`config.mk`:
```
export PLATFORM = sky130hd
export DESIGN_NAME = trapezoid_coulomb_counter
export DESIGN_NICKNAME = d
export VERILOG_FILES = /design/src/hdl/tcc_pkg.sv /design/src/hdl/tcc_gate.sv /design/src/hdl/tcc_mult.sv /design/src/hdl/tcc_accum.sv /design/src/hdl/trapezoid_coulomb_counter.sv
export SDC_FILE = /design/constraint.sdc
export NUM_CORES = 2
export LEC_CHECK = 0
export BUFFER_PORTS_ARGS = -buffer_cell sky130_fd_sc_hd__buf_2
export CAP_MARGIN = 20
export CORE_ASPECT_RATIO = 1.4
export CORE_MARGIN = 2
export CORE_UTILIZATION = 55
export CTS_CLUSTER_SIZE = 16
export DETAILED_ROUTE_END_ITERATION = 6
export PLACE_DENSITY = 0.71
export SYNTH_ARGS = -nofsm -noshare
export SYNTH_HDL_FRONTEND = slang
export SYNTH_SLANG_ARGS = --single-unit
export TNS_END_PERCENT = 5
```
`constraint.sdc`:
```
create_clock -name clk -period 15.3 [get_ports clk]
set_input_delay 3.825 -clock clk [delete_from_list [all_inputs] [get_ports clk]]
set_output_delay 3.825 -clock clk [all_outputs]
set_load 0.01 [all_outputs]
```
`src/hdl/tcc_pkg.sv`:
```
`timescale 1ns / 1ps
// ----------------------------------------------------------------------------
// tcc_pkg
// shared widths, register indexes and stage types of the coulomb counter
// ----------------------------------------------------------------------------
package tcc_pkg;

  localparam int TimeW    = 40;
  localparam int CurW     = 16;
  localparam int SumW     = CurW + 1;
  localparam int AccW     = 64;
  localparam int IntW     = 24;
  localparam int CfgIdxW  = 8;
  localparam int CfgDataW = IntW;
  localparam int SplitW   = TimeW / 2;
  localparam int PartW    = SumW + SplitW + 1;
  localparam int ProdW    = PartW + SplitW;

  localparam logic [IntW-1:0] ResetInterval = IntW'(1100);

  typedef enum logic [CfgIdxW-1:0] {
    REG_ENABLE       = CfgIdxW'(0),
    REG_MIN_INTERVAL = CfgIdxW'(1)
  } tcc_reg_t;

  typedef struct packed {
    logic            enable;
    logic [IntW-1:0] min_interval_us;
  } tcc_cfg_t;

  typedef struct packed {
    logic                   sampled;
    logic                   report_current;
    logic signed [CurW-1:0] current_now;
  } tcc_ctl_t;

endpackage

```
`src/hdl/tcc_gate.sv`:
```
`timescale 1ns / 1ps
// ----------------------------------------------------------------------------
// tcc_gate
// input register, sample acceptance and current/time state
// ----------------------------------------------------------------------------
module tcc_gate (
  input  logic                                clk,
  input  logic                                rst,
  input  tcc_pkg::tcc_cfg_t                   cfg,
  input  logic                                in_valid,
  output logic                                in_ready,
  input  logic [tcc_pkg::TimeW-1:0]           now_us,
  input  logic signed [tcc_pkg::CurW-1:0]     raw_current,
  input  logic                                read_ok,
  output logic                                s_valid,
  input  logic                                s_ready,
  output tcc_pkg::tcc_ctl_t                   s_ctl,
  output logic signed [tcc_pkg::SumW-1:0]     s_sum,
  output logic [tcc_pkg::TimeW-1:0]           s_dt
);

  logic                                hold_valid;
  logic [tcc_pkg::TimeW-1:0]           hold_now;
  logic signed [tcc_pkg::CurW-1:0]     hold_cur;
  logic                                hold_ok;

  logic [tcc_pkg::TimeW-1:0]           last_time;
  logic                                have_sample;
  logic signed [tcc_pkg::CurW-1:0]     prev_current;
  logic signed [tcc_pkg::CurW-1:0]     reported_current;
  logic                                have_reported;

  logic                                move;
  logic signed [tcc_pkg::TimeW:0]      dt;
  logic signed [tcc_pkg::TimeW:0]      min_gap;
  logic                                too_soon;
  logic                                accept;
  logic                                add_en;
  logic                                rep_cur;
  logic signed [tcc_pkg::SumW-1:0]     sum;
  tcc_pkg::tcc_ctl_t                   ctl_next;

  assign move     = hold_valid && (!s_valid || s_ready);
  assign in_ready = !hold_valid || move;

  assign dt       = $signed({1'b0, hold_now}) - $signed({1'b0, last_time});
  assign min_gap  = $signed({{(tcc_pkg::TimeW + 1 - tcc_pkg::IntW){1'b0}},
                             cfg.min_interval_us});
  assign too_soon = (last_time != '0) && (dt < min_gap);
  assign accept   = cfg.enable && hold_ok && !too_soon;
  assign add_en   = accept && have_sample && !dt[tcc_pkg::TimeW] && (dt != '0);
  assign rep_cur  = accept && (!have_reported || (hold_cur != reported_current));
  assign sum      = add_en ? ($signed({hold_cur[tcc_pkg::CurW-1], hold_cur})
                             + $signed({prev_current[tcc_pkg::CurW-1], prev_current}))
                           : '0;

  always_comb begin
    ctl_next.sampled        = accept;
    ctl_next.report_current = rep_cur;
    ctl_next.current_now    = accept ? hold_cur : prev_current;
  end

  always_ff @(posedge clk) begin
    if (rst) begin
      hold_valid       <= 1'b0;
      s_valid          <= 1'b0;
      last_time        <= '0;
      have_sample      <= 1'b0;
      prev_current     <= '0;
      reported_current <= '0;
      have_reported    <= 1'b0;
    end else begin
      if (in_ready) begin
        hold_valid <= in_valid;
      end
      if (!s_valid || s_ready) begin
        s_valid <= hold_valid;
      end
      if (move && accept) begin
        last_time    <= hold_now;
        have_sample  <= 1'b1;
        prev_current <= hold_cur;
      end
      if (move && rep_cur) begin
        reported_current <= hold_cur;
        have_reported    <= 1'b1;
      end
    end
  end

  // payload
  always_ff @(posedge clk) begin
    if (in_valid && in_ready) begin
      hold_now <= now_us;
      hold_cur <= raw_current;
      hold_ok  <= read_ok;
    end
    if (move) begin
      s_ctl <= ctl_next;
      s_sum <= sum;
      s_dt  <= dt[tcc_pkg::TimeW-1:0];
    end
  end

endmodule

```
`src/hdl/tcc_mult.sv`:
```
`timescale 1ns / 1ps
// ----------------------------------------------------------------------------
// tcc_mult
// two-stage product of current sum and elapsed time, split in halves
// ----------------------------------------------------------------------------
module tcc_mult (
  input  logic                                clk,
  input  logic                                rst,
  input  logic                                a_valid,
  output logic                                a_ready,
  input  tcc_pkg::tcc_ctl_t                   a_ctl,
  input  logic signed [tcc_pkg::SumW-1:0]     a_sum,
  input  logic [tcc_pkg::TimeW-1:0]           a_dt,
  output logic                                q_valid,
  input  logic                                q_ready,
  output tcc_pkg::tcc_ctl_t                   q_ctl,
  output logic signed [tcc_pkg::ProdW-1:0]    q_prod
);

  logic                                p_valid;
  tcc_pkg::tcc_ctl_t                   p_ctl;
  logic signed [tcc_pkg::PartW-1:0]    pp_lo;
  logic signed [tcc_pkg::PartW-1:0]    pp_hi;
  logic                                p_ready;
  logic signed [tcc_pkg::SplitW:0]     dt_lo;
  logic signed [tcc_pkg::SplitW:0]     dt_hi;
  logic signed [tcc_pkg::PartW-1:0]    lo_w;
  logic signed [tcc_pkg::PartW-1:0]    hi_w;
  logic signed [tcc_pkg::ProdW-1:0]    prod_w;

  assign p_ready = !q_valid || q_ready;
  assign a_ready = !p_valid || p_ready;

  assign dt_lo  = $signed({1'b0, a_dt[tcc_pkg::SplitW-1:0]});
  assign dt_hi  = $signed({1'b0, a_dt[tcc_pkg::TimeW-1:tcc_pkg::SplitW]});
  assign lo_w   = a_sum * dt_lo;
  assign hi_w   = a_sum * dt_hi;
  assign prod_w = $signed({pp_hi, {tcc_pkg::SplitW{1'b0}}})
                + $signed({{tcc_pkg::SplitW{pp_lo[tcc_pkg::PartW-1]}}, pp_lo});

  always_ff @(posedge clk) begin
    if (rst) begin
      p_valid <= 1'b0;
      q_valid <= 1'b0;
    end else begin
      if (a_ready) begin
        p_valid <= a_valid;
      end
      if (p_ready) begin
        q_valid <= p_valid;
      end
    end
  end

  always_ff @(posedge clk) begin
    if (a_valid && a_ready) begin
      p_ctl <= a_ctl;
      pp_lo <= lo_w;
      pp_hi <= hi_w;
    end
    if (p_valid && p_ready) begin
      q_ctl  <= p_ctl;
      q_prod <= prod_w;
    end
  end

endmodule

```
`src/hdl/tcc_accum.sv`:
```
`timescale 1ns / 1ps
// ----------------------------------------------------------------------------
// tcc_accum
// saturating charge accumulator and result register
// ----------------------------------------------------------------------------
module tcc_accum (
  input  logic                                clk,
  input  logic                                rst,
  input  logic                                q_valid,
  output logic                                q_ready,
  input  tcc_pkg::tcc_ctl_t                   q_ctl,
  input  logic signed [tcc_pkg::ProdW-1:0]    q_prod,
  output logic                                out_valid,
  input  logic                                out_ready,
  output tcc_pkg::tcc_ctl_t                   out_ctl,
  output logic signed [tcc_pkg::AccW-1:0]     out_total
);

  logic signed [tcc_pkg::AccW-1:0]     acc;
  logic signed [tcc_pkg::AccW-1:0]     acc_next;
  logic signed [tcc_pkg::AccW:0]       wide;
  logic                                load;

  assign q_ready = !out_valid || out_ready;
  assign load    = q_valid && q_ready;

  assign wide = $signed({acc[tcc_pkg::AccW-1], acc})
              + $signed({{(tcc_pkg::AccW + 1 - tcc_pkg::ProdW){q_prod[tcc_pkg::ProdW-1]}},
                         q_prod});

  always_comb begin
    if (wide[tcc_pkg::AccW] != wide[tcc_pkg::AccW-1]) begin
      acc_next = wide[tcc_pkg::AccW] ? {1'b1, {(tcc_pkg::AccW-1){1'b0}}}
                                     : {1'b0, {(tcc_pkg::AccW-1){1'b1}}};
    end else begin
      acc_next = wide[tcc_pkg::AccW-1:0];
    end
  end

  always_ff @(posedge clk) begin
    if (rst) begin
      out_valid <= 1'b0;
      acc       <= '0;
    end else begin
      if (q_ready) begin
        out_valid <= q_valid;
      end
      if (load) begin
        acc <= acc_next;
      end
    end
  end

  always_ff @(posedge clk) begin
    if (load) begin
      out_ctl   <= q_ctl;
      out_total <= acc_next;
    end
  end

endmodule

```
`src/hdl/trapezoid_coulomb_counter.sv`:
```
`timescale 1ns / 1ps
// ----------------------------------------------------------------------------
// trapezoid_coulomb_counter
// trapezoidal integration of timestamped current samples into a saturating
// charge total
// ----------------------------------------------------------------------------
//  channel | handshake              | payload
//  --------+------------------------+----------------------------------------
//  in      | in_valid / in_ready    | now_us, raw_current, read_ok
//  out     | out_valid / out_ready  | sampled, current_now, charge_total,
//          |                        | report_current, report_total
//  cfg     | cfg_valid / cfg_ready  | cfg_index, cfg_data
//
//  one item per cycle sustained while out_ready stays high; each result passes:
//  input register, gate, two multiplier stages, accumulator/result register
//  acceptance state is updated in the gate stage so consecutive items chain
//  synchronous reset clears valid flags, gate state and accumulator; enable 0,
//  min interval 1100 us; each stage holds while the next is full, so a stalled
//  result backs up one stage at a time; cfg writes are always taken
// ----------------------------------------------------------------------------
module trapezoid_coulomb_counter (
  input  logic                                 clk,
  input  logic                                 rst,
  input  logic                                 in_valid,
  output logic                                 in_ready,
  input  logic [tcc_pkg::TimeW-1:0]            now_us,
  input  logic signed [tcc_pkg::CurW-1:0]      raw_current,
  input  logic                                 read_ok,
  output logic                                 out_valid,
  input  logic                                 out_ready,
  output logic                                 sampled,
  output logic signed [tcc_pkg::CurW-1:0]      current_now,
  output logic signed [tcc_pkg::AccW-1:0]      charge_total,
  output logic                                 report_current,
  output logic                                 report_total,
  input  logic                                 cfg_valid,
  output logic                                 cfg_ready,
  input  logic [tcc_pkg::CfgIdxW-1:0]          cfg_index,
  input  logic [tcc_pkg::CfgDataW-1:0]         cfg_data
);

  tcc_pkg::tcc_cfg_t                   cfg;
  logic                                g_valid;
  logic                                g_ready;
  tcc_pkg::tcc_ctl_t                   g_ctl;
  logic signed [tcc_pkg::SumW-1:0]     g_sum;
  logic [tcc_pkg::TimeW-1:0]           g_dt;
  logic                                m_valid;
  logic                                m_ready;
  tcc_pkg::tcc_ctl_t                   m_ctl;
  logic signed [tcc_pkg::ProdW-1:0]    m_prod;
  tcc_pkg::tcc_ctl_t                   o_ctl;

  assign cfg_ready = 1'b1;

  always_ff @(posedge clk) begin
    if (rst) begin
      cfg.enable          <= 1'b0;
      cfg.min_interval_us <= tcc_pkg::ResetInterval;
    end else if (cfg_valid && cfg_ready) begin
      unique case (cfg_index)
        tcc_pkg::REG_ENABLE:       cfg.enable          <= cfg_data[0];
        tcc_pkg::REG_MIN_INTERVAL: cfg.min_interval_us <= cfg_data[tcc_pkg::IntW-1:0];
        default: ;
      endcase
    end
  end

  tcc_gate u_gate (
    .clk         (clk),
    .rst         (rst),
    .cfg         (cfg),
    .in_valid    (in_valid),
    .in_ready    (in_ready),
    .now_us      (now_us),
    .raw_current (raw_current),
    .read_ok     (read_ok),
    .s_valid     (g_valid),
    .s_ready     (g_ready),
    .s_ctl       (g_ctl),
    .s_sum       (g_sum),
    .s_dt        (g_dt)
  );

  tcc_mult u_mult (
    .clk     (clk),
    .rst     (rst),
    .a_valid (g_valid),
    .a_ready (g_ready),
    .a_ctl   (g_ctl),
    .a_sum   (g_sum),
    .a_dt    (g_dt),
    .q_valid (m_valid),
    .q_ready (m_ready),
    .q_ctl   (m_ctl),
    .q_prod  (m_prod)
  );

  tcc_accum u_accum (
    .clk       (clk),
    .rst       (rst),
    .q_valid   (m_valid),
    .q_ready   (m_ready),
    .q_ctl     (m_ctl),
    .q_prod    (m_prod),
    .out_valid (out_valid),
    .out_ready (out_ready),
    .out_ctl   (o_ctl),
    .out_total (charge_total)
  );

  assign sampled        = o_ctl.sampled;
  assign current_now    = o_ctl.current_now;
  assign report_current = o_ctl.report_current;
  assign report_total   = o_ctl.sampled;

endmodule

```
# Yosys cells after proc, flatten, opt, wreduce, memory -nomap -nowiden
# Cells that the tools add are included.
[totals]
reg_bits = 552
inputBits = 94
out_inout_bits = 86
elab_cells = 80
[classes]
n_addsub = 4
multipliers = 2
n_lt_le_gt_ge = 1
n_eq_ne = 3
mux = 3
n_reduce_logical = 33
[ops]
columns = ["operator", "n"]
rows = [
  ["$mux 64", 2],
  ["$mul 17x21->38", 2],
  ["$add 64x58->65", 1],
  ["$add 58x38->58", 1],
  ["$lt 41x25->1", 1],
  ["$reduce_bool 41->1", 1],
  ["$sub 40x40->41", 1],
  ["$reduce_bool 40->1", 1],
  ["$add 16x16->17", 1],
  ["$mux 16", 1],
  ["$ne 16x16->1", 1],
  ["$logic_and 1x1->1", 14],
  ["$eq 8x1->1 const B", 1],
  ["$logic_not 1->1", 8],
  ["$logic_not 8->1", 1],
  ["$logic_or 1x1->1", 6],
  ["$reduce_and 2->1", 2],
  ["$ne 1x1->1", 1],
]

# Logic depth before layout (Yosys ltp)
[logic_depth]
depth_word = 8
ltp_mapped = 27

# By module
# Synthesis repeated with hierarchy kept, for this count alone.
[unflattened]
cells_unflattened = 5454
area_unflattened_um2 = 52429.0
[by_module_without_submodules]
columns = ["mod", "instances", "cells_per_inst", "area_per_inst_um2"]
rows = [
  ["tcc_mult", 1, 3147, 30199.0],
  ["tcc_gate", 1, 1115, 11522.3],
  ["tcc_accum", 1, 1078, 9540.4],
  ["trapezoid_coulomb_counter", 1, 114, 1167.4],
]

# Least setup slack after synthesis
# Ideal clock, no wire load.
[synth_path]
kind = "input to register"
startpoint = "input out_ready"
endpoint = "register u_mult.q_ctl[0] (netlist name)"
t_arrival_ps = 9423
required_ps = 14673
setup_slack_ps = 5250
stages = 2
path_buffers = 0
path_cell_list = "nor2b_1 -> a21boi_0"
[synth_between]
elab_chain_cells = 3
[synth_rtl]
columns = ["item", "line", "text"]
rows = [
  ["start, declared", "trapezoid_coulomb_counter.sv:30", "input logic out_ready,"],
  ["$logic_or 1x1->1", "tcc_accum.sv:24", "assign q_ready = !out_valid || out_ready;"],
  ["$logic_or 1x1->1", "tcc_mult.sv:31", "assign p_ready = !q_valid || q_ready;"],
  ["$logic_and 1x1->1", "tcc_mult.sv:61", "if (p_valid && p_ready) begin"],
]
# No other way between the ends.
# A chain may end at the register's enable or synchronous reset.

# Final worst setup path
[layout_path]
startpoint = "input out_ready"
endpoint = "output in_ready"
[layout_between]
elab_chain_cells = 6
[layout_rtl]
columns = ["item", "line", "text"]
rows = [
  ["$logic_or 1x1->1", "tcc_accum.sv:24", ""],
  ["$logic_or 1x1->1", "tcc_mult.sv:31", ""],
  ["$logic_or 1x1->1", "tcc_mult.sv:32", "assign a_ready = !p_valid || p_ready;"],
  ["$logic_or 1x1->1", "tcc_gate.sv:43", "assign move = hold_valid && (!s_valid || s_ready);"],
  ["$logic_and 1x1->1", "tcc_gate.sv:43", ""],
  ["$logic_or 1x1->1", "tcc_gate.sv:44", "assign in_ready = !hold_valid || move;"],
  ["end, declared", "trapezoid_coulomb_counter.sv:25", "output logic in_ready,"],
]
# No other way between the ends.

==> flow_summary.yaml <==
timing:
  maxSlewViolCount: 0
  timing.fmax_ghz: 0.114
  fin_worst_skew_ns: 0.0218
  hold_viol_final: 0
  rsz0062_at_grt: "no"
  fin_crit_sh_pct: 57.4
  setup_tns_ns: 0
  maxSlewHeadroom_pct: 20.9
  worst_slew_pin_slew_ns: 1.18
  setup_viol: 0
  period_needed_ns: 8.78
  finalWorstSetupSlack_ns: 6.52
grt:
  grt.overflow.total: 0
  grt_use_total_pct: 25.2
  grt_pass1_wl_um: 191000
  grt_start_max_net_pins: 110
  grt_pass1_vias: 37900
  antenna_found_initial: 1
clock_network:
  path_clk_slew_ns: 0.07
  clkSinkCount: 552
  hold_buffers: 0
  numCtsBuffers: 54
  cts_buffer_depth: 3
  root_buffer: "clkbuf_16"
  cts_tree: "done"
  cts_setup_buffers: 0
  h-tree-depth: 2
  ctsResizeCount: 0
  clk_latency_ns: 0.65
setup_path:
  required_ns: 11.48
  crit_top_cell: "buf_2"
  ff2ff_setup_slack_ns: 7.71
  endpoint_kind: "primary output"
  cpMaxStageDelayCell: "and3_1"
  cp_max_fo: 5
  startpoint_type: "input pin"
  arrival_ns: 4.95
  critPathMaxStageDelay_ns: 0.39
  path_cells: "buf_2 -> nor2b_1 -> and3_1 -> nand3_1 -> buf_2"
  path_class: "in -> out"
logic_synthesis:
  yosys_warnings: 0
  syn_inst: 5273
  synth-seq-cells: 552
  synth.top_cell.area_share_pct: 22.7
  synthMostInstantiatedCell: "inv_1"
  synth_area_leaders: "edfxtp_1, fa_1, ha_1, dfxtp_1, inv_1"
  synth-main-ff-cell: "edfxtp_1"
  syn_avg_cell_area_um2: 9.62
  synth-edff-count: 384
  synth.distinct_cells: 83
  syn_nets: 6357
  yosys.area.top_type: "edfxtp_1"
  ys_top_cells_by_count: "inv_1, nand2_1, fa_1"
  mappedNetlistArea_um2: 50700
  async_flop_share_pct: 0
  ys_seq_area_share_pct: 29.4
floorplan:
  pin_count: 180
  start_util_pct: 55.6
  die_y_um: 363
  die-area_um2: 94700
  rows: 131
  die_x_um: 261
  core-area_um2: 91300
finish:
  drive_gt1_share_pct: 6.68
  area_delta_synth_final_pct: 7.78
  antennaDiodeCount: 0
  nNetsFinal: 6424
route:
  drcViolationCount: 0
  ant_nets: 0
  routed_wirelength_um: 118000
  drt_iter0_drc: 2425
  vias: 36800
  drtPass1Iterations: 6
  viasPerCell: 5.59
  wl_per_cell_um: 17.8
status:
  run_status: "completed"
pwr:
  max-vdd-ir-drop_uv: 182
  pwr_density_cell_nw_per_um2: 144
  cellLeakagePower_nw: 24.6
place:
  gp_congestion: 0.919
  post-place-ws_ns: 6.53
  hpwl_um: 88800
  portBuffers: 178
run:
  drv_cap: 0
hold_path:
  holdCritPathClass: "reg -> reg"
## per-layer routing
metal | up-vias | track usage [%] | routed length [µm]
li1 | 17500 | - | -
met1 | 17900 | 30.1 | 46800
met2 | 1046 | 45.7 | 59800
met3 | 339 | 2.70 | 5420
met4 | 2 | 11.0 | 5480
met5 | - | 0 | 13
## through the flow
step                cell area [µm²]  utilization (%)  instances  hold slack (ns)  power [mW]
CTS                           54700             59.9       6583            0.402        7.91
global placement              52800             57.8       6481            0.400        6.35
finish                        54700             59.9       6583            0.407        7.89
floorplan                     50700                -       5273            0.400        5.44
detailed placement            52800             57.8       6481            0.405        6.46
global route                  54700             59.9       6583            0.421        8.58
## critical path, delay by kind of cell
| kind | cells | cell delay, ns |
|---|---|---|
| and+or+nand+nor | 3 | 0.87 |
| buffers and inverters | 2 | 0.26 |
## layout by cell type (no fill, tap or decap), types with 18 or more instances in the layout
cell,Yosys,routed
a211oi_1,29,29
a21o_1,94,94
a21oi_1,276,276
a31oi_1,28,27
and2_1,319,319
and3_1,32,32
buf_2,6,177
buf_4,4,56
clkbuf_16,0,56
dfxtp_1,168,168
edfxtp_1,384,384
fa_1,542,542
ha_1,448,448
inv_1,813,812
mux2i_1,23,23
nand2_1,587,586
nand2b_1,76,75
nand3_1,90,90
nand4_1,29,29
nor2_1,222,219
nor2b_1,49,48
nor3_1,55,54
nor4_1,26,26
o211ai_1,18,18
o21a_1,31,31
o21ai_0,232,232
o21bai_1,37,37
xnor2_1,145,145
xor2_1,72,71
## worst paths after layout
path	startpoint	end	cells past startpoint
worst max-delay path	out_ready	in_ready	5
worst min-delay path	u_mult.q_ctl[12]	u_accum.out_ctl[12]	0
worst max register to register	u_gate.s_sum[5]	u_mult.pp_lo[37]	26
worst min register to register	u_mult.q_ctl[12]	u_accum.out_ctl[12]	0
## kinds of logic (layout without fill, tap and decap cells)
| kind of cell | Yosys count | count (layout) | synth area share (%) |
|---|---|---|---|
| buffers and inverters | 1037 | 1150 | 7.72 |
| multiplexers | 38 | 38 | 0.787 |
| AND/OR/NAND/NOR | 1534 | 1534 | 14.7 |
| XOR/XNOR | 217 | 217 | 3.75 |
| AO/OA/AOI/OAI | 893 | 893 | 11.0 |
| flip-flops | 552 | 552 | 29.4 |
| adder cells (fa/ha/maj) | 1001 | 1001 | 32.7 |
| other | 1 | 1 | 0.00739 |
## registers in the layout, indices dropped and copies added, names as in the netlist, 17 cells and up
name	flops
u_gate.s_sum	17
u_accum.out_total	64
u_mult.pp_lo	38
u_gate.s_dt	40
u_gate.hold_now	40
u_accum.acc	64
u_mult.p_ctl	18
u_gate.s_ctl	18
u_mult.q_ctl	18
u_mult.pp_hi	38
cfg	25
u_mult.q_prod	58
u_accum.out_ctl	18
u_gate.last_time	40
## where the power goes
group | internal, mW | switching (mW) | leakage [nW] | total (mW)
registers | 1.95 | 0.0595 | 4.93 | 2.01
logic | 1.92 | 2.55 | 18.7 | 4.47
clock network | 0.826 | 0.588 | 0.931 | 1.41
total | 4.69 | 3.20 | 24.6 | 7.89
## layout make-up
type / instances / area, µm²
fillers: 7804 / 36600
multi-input cells: 3684 / 32000
flip-flops and latches: 552 / 14900
inverters: 815 / 3060
well taps: 1197 / 1500
clock buffers: 70 / 1480
repair buffers: 233 / 1310
clock inverters: 32 / 425
Power figures use the tool's default switching activity.
